<file path="src/hw/rtl/itp_pkg.sv">
// Shared types, character codes and helper functions for the infix to postfix converter.
package itp_pkg;

  localparam int unsigned STACK_DEPTH = 16;
  localparam int unsigned CNT_W       = $clog2(STACK_DEPTH + 1);
  localparam int unsigned IDX_W       = $clog2(STACK_DEPTH);

  localparam logic [7:0] CH_CARET  = 8'h5E;
  localparam logic [7:0] CH_STAR   = 8'h2A;
  localparam logic [7:0] CH_SLASH  = 8'h2F;
  localparam logic [7:0] CH_PLUS   = 8'h2B;
  localparam logic [7:0] CH_MINUS  = 8'h2D;
  localparam logic [7:0] CH_LPAREN = 8'h28;
  localparam logic [7:0] CH_RPAREN = 8'h29;
  localparam logic [7:0] CH_SPACE  = 8'h20;
  localparam logic [7:0] CH_NUL    = 8'h00;
  localparam logic [7:0] CH_0      = 8'h30;
  localparam logic [7:0] CH_9      = 8'h39;
  localparam logic [7:0] CH_UC_A   = 8'h41;
  localparam logic [7:0] CH_UC_Z   = 8'h5A;
  localparam logic [7:0] CH_LC_A   = 8'h61;
  localparam logic [7:0] CH_LC_Z   = 8'h7A;

  typedef enum logic [2:0] {
    CLS_END,
    CLS_DIGIT,
    CLS_LETTER,
    CLS_OPEN,
    CLS_CLOSE,
    CLS_OP
  } cls_e;

  typedef enum logic [1:0] {
    ERR_NONE,
    ERR_OVERFLOW,
    ERR_UNMATCHED
  } err_e;

  typedef enum logic [1:0] {
    SEL_SPACE,
    SEL_CH,
    SEL_TOP,
    SEL_NUL
  } emit_sel_e;

  typedef enum logic [2:0] {
    ST_IDLE,
    ST_SPACE,
    ST_RUN,
    ST_POP_SP,
    ST_LETTER_SP
  } ctl_state_e;

  typedef struct packed {
    logic      load;
    logic      emit;
    emit_sel_e emit_sel;
    logic      emit_last;
    logic      pop;
    logic      push;
    logic      set_num;
    logic      clr_num;
    logic      clear_all;
  } itp_cmd_t;

  typedef struct packed {
    logic in_digit;
    logic in_number;
    cls_e cls;
    logic pop_cond;
    logic count_nz;
    logic out_free;
  } itp_sts_t;

  function automatic cls_e classify(input logic kind, input logic [7:0] ch);
    cls_e cls;
    if (kind) begin
      cls = CLS_END;
    end else if (ch inside {[CH_0:CH_9]}) begin
      cls = CLS_DIGIT;
    end else if (ch inside {[CH_UC_A:CH_UC_Z], [CH_LC_A:CH_LC_Z]}) begin
      cls = CLS_LETTER;
    end else if (ch == CH_LPAREN) begin
      cls = CLS_OPEN;
    end else if (ch == CH_RPAREN) begin
      cls = CLS_CLOSE;
    end else begin
      cls = CLS_OP;
    end
    return cls;
  endfunction

  function automatic logic signed [2:0] prec_of(input logic [7:0] ch);
    logic signed [2:0] p;
    if (ch == CH_CARET) begin
      p = 3'sd3;
    end else if (ch inside {CH_STAR, CH_SLASH}) begin
      p = 3'sd2;
    end else if (ch inside {CH_PLUS, CH_MINUS}) begin
      p = 3'sd1;
    end else begin
      p = -3'sd1;
    end
    return p;
  endfunction

  // True when the stack top must be popped before the item can proceed.
  function automatic logic pop_check(input cls_e cls, input logic [7:0] ch,
                                     input logic [7:0] top, input logic nz);
    logic signed [2:0] pt;
    logic signed [2:0] pc;
    logic              p;
    pt = prec_of(top);
    pc = prec_of(ch);
    case (cls)
      CLS_END:   p = nz;
      CLS_CLOSE: p = nz && (top != CH_LPAREN);
      CLS_OP:    p = nz && ((pt > pc) || ((pt == pc) && (ch != CH_CARET)));
      default:   p = 1'b0;
    endcase
    return p;
  endfunction

endpackage

</file>
<file path="src/hw/rtl/itp_datapath.sv">
// Datapath: operator stack, digit-run flag, sticky error and result register.
module itp_datapath import itp_pkg::*; (
  input  logic       clk_i,
  input  logic       rst_ni,
  input  logic       kind_i,
  input  logic [7:0] ch_i,
  input  logic       out_ready_i,
  output logic       out_valid_o,
  output logic [7:0] out_char_o,
  output logic       last_o,
  output logic [1:0] error_o,
  input  itp_cmd_t   cmd_i,
  output itp_sts_t   sts_o
);

  logic [7:0]       stack_q [STACK_DEPTH];
  logic [CNT_W-1:0] count_q, count_d;
  logic [CNT_W-1:0] paren_q, paren_d;
  logic [CNT_W-1:0] cnt_m1;
  logic             num_q, num_d;
  err_e             err_q, err_d;
  cls_e             cls_q;
  logic [7:0]       ch_q;
  logic             out_valid_q;
  logic [7:0]       out_char_q;
  logic             out_last_q;
  err_e             out_err_q;

  logic [7:0] top;
  logic       nz;
  logic       full;
  cls_e       cls_in;
  logic       pop_in;
  logic [7:0] emit_char;

  assign cnt_m1 = count_q - CNT_W'(1);
  assign top    = stack_q[cnt_m1[IDX_W-1:0]];
  assign nz     = (count_q != '0);
  assign full   = (count_q == CNT_W'(STACK_DEPTH));
  assign cls_in = classify(kind_i, ch_i);
  assign pop_in = pop_check(cls_in, ch_i, top, nz);

  always_comb begin
    case (cmd_i.emit_sel)
      SEL_SPACE: emit_char = CH_SPACE;
      SEL_CH:    emit_char = ch_q;
      SEL_TOP:   emit_char = top;
      SEL_NUL:   emit_char = CH_NUL;
      default:   emit_char = CH_NUL;
    endcase
  end

  always_comb begin
    count_d = count_q;
    paren_d = paren_q;
    num_d   = num_q;
    err_d   = err_q;
    // Errors are known at load time so every result of the item carries them.
    if (cmd_i.load && (err_q == ERR_NONE)) begin
      if ((cls_in == CLS_CLOSE) && (paren_q == '0)) begin
        err_d = ERR_UNMATCHED;
      end else if (((cls_in == CLS_OPEN) || (cls_in == CLS_OP)) && full && !pop_in) begin
        err_d = ERR_OVERFLOW;
      end
    end
    if (cmd_i.pop) begin
      count_d = cnt_m1;
      if (top == CH_LPAREN) begin
        paren_d = paren_q - CNT_W'(1);
      end
    end
    if (cmd_i.push && !full) begin
      count_d = count_q + CNT_W'(1);
      if (cls_q == CLS_OPEN) begin
        paren_d = paren_q + CNT_W'(1);
      end
    end
    if (cmd_i.set_num) begin
      num_d = 1'b1;
    end
    if (cmd_i.clr_num) begin
      num_d = 1'b0;
    end
    if (cmd_i.clear_all) begin
      count_d = '0;
      paren_d = '0;
      num_d   = 1'b0;
      err_d   = ERR_NONE;
    end
  end

  always_ff @(posedge clk_i or negedge rst_ni) begin
    if (!rst_ni) begin
      count_q     <= '0;
      paren_q     <= '0;
      num_q       <= 1'b0;
      err_q       <= ERR_NONE;
      out_valid_q <= 1'b0;
    end else begin
      count_q <= count_d;
      paren_q <= paren_d;
      num_q   <= num_d;
      err_q   <= err_d;
      if (cmd_i.emit) begin
        out_valid_q <= 1'b1;
      end else if (out_ready_i) begin
        out_valid_q <= 1'b0;
      end
    end
  end

  always_ff @(posedge clk_i) begin
    if (cmd_i.load) begin
      cls_q <= cls_in;
      ch_q  <= ch_i;
    end
    if (cmd_i.push && !full) begin
      stack_q[count_q[IDX_W-1:0]] <= ch_q;
    end
    if (cmd_i.emit) begin
      out_char_q <= emit_char;
      out_last_q <= cmd_i.emit_last;
      out_err_q  <= err_q;
    end
  end

  assign out_valid_o = out_valid_q;
  assign out_char_o  = out_char_q;
  assign last_o      = out_last_q;
  assign error_o     = out_err_q;

  assign sts_o.in_digit  = (cls_in == CLS_DIGIT);
  assign sts_o.in_number = num_q;
  assign sts_o.cls       = cls_q;
  assign sts_o.pop_cond  = pop_check(cls_q, ch_q, top, nz);
  assign sts_o.count_nz  = nz;
  assign sts_o.out_free  = !out_valid_q || out_ready_i;

endmodule

</file>
<file path="src/hw/rtl/itp_ctrl.sv">
// Controller: sequences the pops and emitted characters of one item.
module itp_ctrl import itp_pkg::*; (
  input  logic     clk_i,
  input  logic     rst_ni,
  input  logic     in_valid_i,
  output logic     in_ready_o,
  input  itp_sts_t sts_i,
  output itp_cmd_t cmd_o
);

  ctl_state_e state_q, state_d;

  always_ff @(posedge clk_i or negedge rst_ni) begin
    if (!rst_ni) begin
      state_q <= ST_IDLE;
    end else begin
      state_q <= state_d;
    end
  end

  assign in_ready_o = (state_q == ST_IDLE);

  always_comb begin
    state_d = state_q;
    cmd_o   = '0;
    case (state_q)
      ST_IDLE: begin
        if (in_valid_i) begin
          cmd_o.load = 1'b1;
          state_d    = (sts_i.in_number && !sts_i.in_digit) ? ST_SPACE : ST_RUN;
        end
      end
      ST_SPACE: begin
        // Close the digit run; last only if the item adds nothing of its own.
        if (sts_i.out_free) begin
          cmd_o.emit      = 1'b1;
          cmd_o.emit_sel  = SEL_SPACE;
          cmd_o.emit_last = (sts_i.cls != CLS_END) && (sts_i.cls != CLS_LETTER)
                            && (sts_i.cls != CLS_DIGIT) && !sts_i.pop_cond;
          cmd_o.clr_num   = 1'b1;
          state_d         = ST_RUN;
        end
      end
      ST_RUN: begin
        if (sts_i.pop_cond) begin
          if (sts_i.out_free) begin
            cmd_o.emit     = 1'b1;
            cmd_o.emit_sel = SEL_TOP;
            cmd_o.pop      = 1'b1;
            state_d        = ST_POP_SP;
          end
        end else begin
          case (sts_i.cls)
            CLS_END: begin
              if (sts_i.out_free) begin
                cmd_o.emit      = 1'b1;
                cmd_o.emit_sel  = SEL_NUL;
                cmd_o.emit_last = 1'b1;
                cmd_o.clear_all = 1'b1;
                state_d         = ST_IDLE;
              end
            end
            CLS_DIGIT: begin
              if (sts_i.out_free) begin
                cmd_o.emit      = 1'b1;
                cmd_o.emit_sel  = SEL_CH;
                cmd_o.emit_last = 1'b1;
                cmd_o.set_num   = 1'b1;
                state_d         = ST_IDLE;
              end
            end
            CLS_LETTER: begin
              if (sts_i.out_free) begin
                cmd_o.emit     = 1'b1;
                cmd_o.emit_sel = SEL_CH;
                state_d        = ST_LETTER_SP;
              end
            end
            CLS_CLOSE: begin
              // Drop the matching open parenthesis if one is there.
              cmd_o.pop = sts_i.count_nz;
              state_d   = ST_IDLE;
            end
            default: begin
              cmd_o.push = 1'b1;
              state_d    = ST_IDLE;
            end
          endcase
        end
      end
      ST_POP_SP: begin
        if (sts_i.out_free) begin
          cmd_o.emit      = 1'b1;
          cmd_o.emit_sel  = SEL_SPACE;
          cmd_o.emit_last = !sts_i.pop_cond && (sts_i.cls != CLS_END);
          state_d         = ST_RUN;
        end
      end
      ST_LETTER_SP: begin
        if (sts_i.out_free) begin
          cmd_o.emit      = 1'b1;
          cmd_o.emit_sel  = SEL_SPACE;
          cmd_o.emit_last = 1'b1;
          state_d         = ST_IDLE;
        end
      end
      default: begin
        state_d = ST_IDLE;
      end
    endcase
  end

endmodule

</file>
<file path="src/hw/rtl/infix_to_postfix_converter.sv">
// Top level of the shunting-yard infix to postfix converter.
// Input channel (in_valid_i/in_ready_o): one item per expression character
// (kind_i = 0, ch_i) or an end of expression (kind_i = 1).
// Output channel (out_valid_o/out_ready_i): zero or more postfix characters per item,
// with last_o on the final result of an input item and error_o holding the
// sticky error (none, stack overflow, unmatched close parenthesis).
// One item is worked on at a time: the item is taken, then the controller
// emits its characters one after another through the single result register
// and finishes a push or a discard.
// Every result is registered before it appears on the output.
// Reset empties the stack and clears the digit-run flag and the error.
// When the receiver stalls, the result register holds and the sequencer waits;
// no new item is taken until the current one is done.
module infix_to_postfix_converter import itp_pkg::*; (
  input  logic       clk_i,
  input  logic       rst_ni,
  input  logic       in_valid_i,
  output logic       in_ready_o,
  input  logic       kind_i,
  input  logic [7:0] ch_i,
  output logic       out_valid_o,
  input  logic       out_ready_i,
  output logic [7:0] out_char_o,
  output logic       last_o,
  output logic [1:0] error_o
);

  itp_cmd_t cmd;
  itp_sts_t sts;

  itp_ctrl u_ctrl (
    .clk_i      (clk_i),
    .rst_ni     (rst_ni),
    .in_valid_i (in_valid_i),
    .in_ready_o (in_ready_o),
    .sts_i      (sts),
    .cmd_o      (cmd)
  );

  itp_datapath u_datapath (
    .clk_i       (clk_i),
    .rst_ni      (rst_ni),
    .kind_i      (kind_i),
    .ch_i        (ch_i),
    .out_ready_i (out_ready_i),
    .out_valid_o (out_valid_o),
    .out_char_o  (out_char_o),
    .last_o      (last_o),
    .error_o     (error_o),
    .cmd_i       (cmd),
    .sts_o       (sts)
  );

endmodule

</file>
<file path="config.mk">
export PLATFORM = sky130hd
export DESIGN_NAME = infix_to_postfix_converter
export DESIGN_NICKNAME = d
export VERILOG_FILES = /design/src/hw/rtl/itp_pkg.sv /design/src/hw/rtl/itp_datapath.sv /design/src/hw/rtl/itp_ctrl.sv /design/src/hw/rtl/infix_to_postfix_converter.sv
export SDC_FILE = /design/constraint.sdc
export NUM_CORES = 1
export LEC_CHECK = 0
export ABC_AREA = 1
export BUFFER_PORTS_ARGS = -buffer_cell sky130_fd_sc_hd__buf_2
export CAP_MARGIN = 20
export CORE_UTILIZATION = 65
export DETAILED_ROUTE_END_ITERATION = 12
export GPL_TIMING_DRIVEN = 0
export PLACE_DENSITY_LB_ADDON = 0.15
export REMOVE_ABC_BUFFERS = 1
export SETUP_SLACK_MARGIN = 0.05
export SLEW_MARGIN = 20
export SYNTH_ARGS = -nofsm -noshare
export SYNTH_HDL_FRONTEND = slang
export SYNTH_HIERARCHICAL = 1
export SYNTH_SLANG_ARGS = --single-unit
</file>
<file path="constraint.sdc">
create_clock -name clk_i -period 10.4 [get_ports clk_i]
set_input_delay 0.52 -clock clk_i [delete_from_list [all_inputs] [get_ports clk_i]]
set_output_delay 0.52 -clock clk_i [all_outputs]
set_load 0.005 [all_outputs]
</file>
# After elaboration in Yosys (flattened, before gate mapping)
# Memories as Yosys holds them, arrays and structs flattened.
# Cells that the tools add are included.
totals:
  register_bits: 39
  ram_bits: 128
  input_bits: 13
  output_inout_bits: 13
  elab_cells: 192
  n_memories: 1
memory_table:
  columns: ["memory", "depth", "width", "rd", "rd_clocked_by_memory_dff", "wr", "line", "text"]
  rows:
  - ["u_datapath.stack_q", 16, 8, 1, 0, 1, "itp_datapath.sv:16", "logic [7:0] stack_q [STACK_DEPTH];"]
classes:
  addsub: 4
  n_lt_le_gt_ge: 8
  n_eq_ne: 46
  n_mux: 70
  n_reduce_logical: 52
op_table:
  columns: ["operator", "count"]
  rows:
  - ["8-bit by 6-bit == test with 1-bit output, second input constant", 15]
  - ["3-bit 2-to-1 mux", 23]
  - ["5-bit 2-to-1 mux", 8]
  - ["8-bit one-hot mux with 4 select lines", 1]
  - ["8-bit by 7-bit == test with 1-bit output, second input constant", 3]
  - ["1-bit 2-to-1 mux", 20]
  - ["4-bit 2-to-1 mux", 5]
  - ["1-bit logical AND", 18]
  - ["2-bit nonzero test", 9]
  - ["8-bit by 7-bit greater-or-equal comparator with 1-bit output, second input constant", 2]
  - ["8-bit by 7-bit <= comparator with 1-bit output, second input constant", 2]
  - ["8-bit by 7-bit != test with 1-bit output, second input constant", 2]
  - ["4-bit one-hot mux with 4 select lines", 1]
  - ["3-bit by 2-bit == test with 1-bit output, second input constant", 5]
  - ["3-bit == test, second input constant", 5]
  - ["2-bit 2-to-1 mux", 6]
  - ["3-bit one-hot mux with 4 select lines", 1]
  - ["3-bit nonzero test", 4]
  - ["5-bit by 1-bit adder with 5-bit output, second input constant", 2]
  - ["5-bit by 1-bit subtractor with 5-bit output, second input constant", 2]
  - ["3-bit by 1-bit == test with 1-bit output, second input constant", 3]
  - ["3-bit logical NOT", 3]
  - ["3-bit one-hot mux with 3 select lines", 1]
  - ["8-bit by 6-bit greater-or-equal comparator with 1-bit output, second input constant", 1]
  - ["24 further kinds", 38]

# Logic depth before layout (Yosys ltp)
# An unclocked memory read counts as a cell.
depth:
  word_depth: 18
  depth_mapped: 35
  ltp_nobuf: 32

# By module
# Netlist, hierarchy kept.
by_module_without_submodules:
  columns: ["mod", "instances", "cells_each", "area_each_um2"]
  rows:
  - ["itp_datapath", 1, 744, 7561.0]
  - ["itp_ctrl", 1, 82, 431.7]

# Least setup slack after synthesis
# No wires, ideal clock.
synth_path:
  kind: "register -> register"
  start: "register u_datapath.count_q[0]"
  end: "register u_datapath.count_q[4]"
  setup_ns: 0.123
  arrival_ns: 4.451
  path_slack_ns: 5.826
  path_stages_with_launch: 30
  period_less_slack_ns: 4.574
  path_cell_list: "dfrtp_1 -> inv_2 -> buf_4 -> buf_2 -> ha_1 -> buf_2 -> inv_1 -> buf_2 -> nand3_1 -> nand3_1 -> nand3_1 -> nand2_1 -> inv_1 -> nand2_1 -> nor2_1 -> o21ai_1 -> nor3b_1 -> ha_1 -> o2111ai_1 -> a21oi_1 -> nor2_2 -> nand2_1 -> a21oi_1 -> nand2_2 -> inv_2 -> nand2_1 -> nor2_1 -> o21ai_2 -> o21ai_0 -> a21oi_1"
synth_rtl:
  columns: ["item", "line", "text"]
  rows:
  - ["start: declaration", "itp_datapath.sv:17", "logic [CNT_W-1:0] count_q, count_d;"]
  - ["start signal: assignment", "itp_datapath.sv:100", "count_q <= count_d;"]

==> results.cfg <==
[synth]
synth_cell_types = 39
synth_top_area_share_pct = 56.4
synthTopCellsByArea = edfxtp_1 56%, nand2_1 10%, nand3_1 7.4%
synth_top_area_cell = edfxtp_1
netlist_area_mm2 = 0.00799
synth.ff_latch_count = 167
synth_warnings = 6
synthCells = 826
synth.avg_cell_area_um2 = 9.68
seq_area_frac_synth_pct = 61.7

[timing]
fin_setup_tns_ns = 0
max_freq_mhz = 121
slew_headroom_pct = 27.6
hold_viol_final = 0
min_period_ns = 8.26
fin_crit_sh_pct = 79.4
rsz0062_at_grt = no
fin_skew_ns = 0.0110
final-setup-viol-count = 0
whs_ns = 0.0296
worstMarginPinSlew_ns = 1.08
final-max-slew-violation-count = 0

[worst_setup_path]
max_stage_delay_ns = 1.10
start_kind = flop
critical-path-top-delay-family = simple AND/OR/NAND/NOR gates
path_class = reg -> reg
critical_path_peak_fanout = 70
path_common_cell = nand2_1
rr_worst_depth = 26
cp.arrival_ns = 8.56
r2r-end = u_datapath/count_q[4]
r2r_start = u_datapath/count_q[0]
crit_required_ns = 10.70
end_kind = flop
regToRegSetupSlack_ns = 2.14
worst-path-buf-inv = 4
crit_path_top_delay_cell = clkinv_1

[placed_design]
globalplace.congestion = 0.905
dp_cells = 971
portBuffers = 25
hpwl_um = 11400

[drt]
ant_nets = 0
vias = 5978
drc = 0
drt-initial-drc-count = 693
routedWlPerCell_um = 17.7
drt-vias-per-instance = 5.96
dr.pass1.iters = 6
wl_um = 17700

[floorplanning]
core_mm2 = 0.0120
die_y_um = 113
io_pins = 26
die-area_mm2 = 0.0127
fp.dieW_um = 113
floorplan.initialDensity_pct = 66.5
rows = 40

[global_route]
grt_overflow = 0
grt_pass1_vias = 5626
grt_max_degree = 71
antenna_found_initial = 0
grt_usage_pct = 29.4
grt_pass1_wl_um = 28000

[clocking]
cts_root_buffer = clkbuf_16
cts_buffers = 17
cts_tree = done
hold_buffers = 0
h-tree-depth = 4
cts_sinks = 167
cts_resized = 0
clk_latency_ns = 0.42
clkTransAtPathRegs_ns = 0.06
cts_setup_buffers = 0
cts_buffer_depth = 2

[power]
vdd_drop_max_v = 0.000195
p_per_area_mw_per_mm2 = 308
p_total_mw = 2.69
leakage_nw = 3.57

[worst_hold_path]
hold_class = in -> async

[finish]
n_antenna_cell = 0
drive_above_1_share_pct = 9.93
nets = 868
final_common_cell = nand2_1
final_cell_mix = 214 x nand2_1, 150 x edfxtp_1, 118 x nand3_1
fill_cells = 828
stdcell_count = 1003
area_growth_pct = 9.42
fin_util_pct = 72.8

[run]
cap_viol_max_count = 0

[status]
status = completed
[stage by stage]
step / area, um2 / worst slack (ns)
after global routing: 8750 / 1.60
after global placement: 8140 / 0.316
after CTS: 8740 / 2.78
after floorplan: 7830 / 3.61
final: 8750 / 2.14
after detailed placement: 8160 / 2.79
[flip-flops by register name, indices dropped and copies added (netlist names)]
name and flops:
u_datapath/stack_q 128, u_datapath/paren_q 5, u_datapath/num_q 1, u_datapath/cls_q 3
u_ctrl/state_q 3, u_datapath/err_q 2, u_datapath/error_o 2, u_datapath/last_o 1
u_datapath/out_char_o 8, u_datapath/ch_q 8, u_datapath/out_valid_o 1, u_datapath/count_q 5
[Yosys cell counts (all sizes together)]
cell and instances:
nand2 218, edfxtp 150, nand3 120, inv 97, nor2 82, o21ai 28
buf 25, nor3 19, dfrtp 17, a21oi 15, ha 12, nand4 9
o22ai 8, nor4 4, o211ai 4, xor2 4, a31oi 2, clkbuf 2
a211oi 1, a22oi 1, a32oi 1, clkinv 1, nor3b 1, o2111ai 1
o221ai 1, o31ai 1, or3b 1, xnor2 1
[worst max-delay path by stage]
stage / from / endpoint / slack [ns] / cells past startpoint
floorplan: u_datapath/count_q[0] / u_datapath/count_q[4] / 3.61 / 26
global placement: u_datapath/count_q[0] / u_datapath/count_q[4] / 0.32 / 26
detailed placement: u_datapath/count_q[0] / u_datapath/count_q[4] / 2.79 / 26
CTS: u_datapath/count_q[0] / u_datapath/count_q[4] / 2.78 / 26
global route: u_datapath/count_q[0] / u_datapath/count_q[4] / 1.60 / 26
finish: u_datapath/count_q[0] / u_datapath/count_q[4] / 2.14 / 26
[layer usage]
layer	track usage, %	vias up	routed length (um)
met5	0	-	0
met4	10.3	0	258
met2	47.0	263	8420
li1	-	2839	-
met1	40.3	2850	7700
met3	6.32	26	1340
[area by class of cell]
class | instances | area, um2 | area share (%)
flip-flops and latches | 167 | 4930 | 56.4
inverters | 98 | 373 | 4.26
clock buffers | 18 | 429 | 4.91
multi-input cells | 534 | 2550 | 29.2
repair buffers | 25 | 125 | 1.43
well taps | 147 | 184 | 2.10
clock inverters | 14 | 149 | 1.70
[cell families after synthesis]
kind of cell,synth area share [%]
simple gates,24.7
flops,61.7
buf+inv,6.68
compound gates,4.51
fa+ha+maj,1.88
xor+xnor,0.548
[worst reg2reg max path: cells and delay by family (launching register included)]
| family | cells | cell delay, ns |
|---|---|---|
| adders and majority gates | 2 | 1.36 |
| and+or+nand+nor | 13 | 2.82 |
| DFF | 1 | 0.91 |
| AOI/OAI and AO/OA | 7 | 1.11 |
| buffers and inverters | 4 | 1.91 |
[power by group]
group,internal [mW],switching (mW)
logic,0.320,0.777
registers,0.862,0.127
clock network,0.355,0.251
No activity file was read; power rests on OpenSTA's default activity.
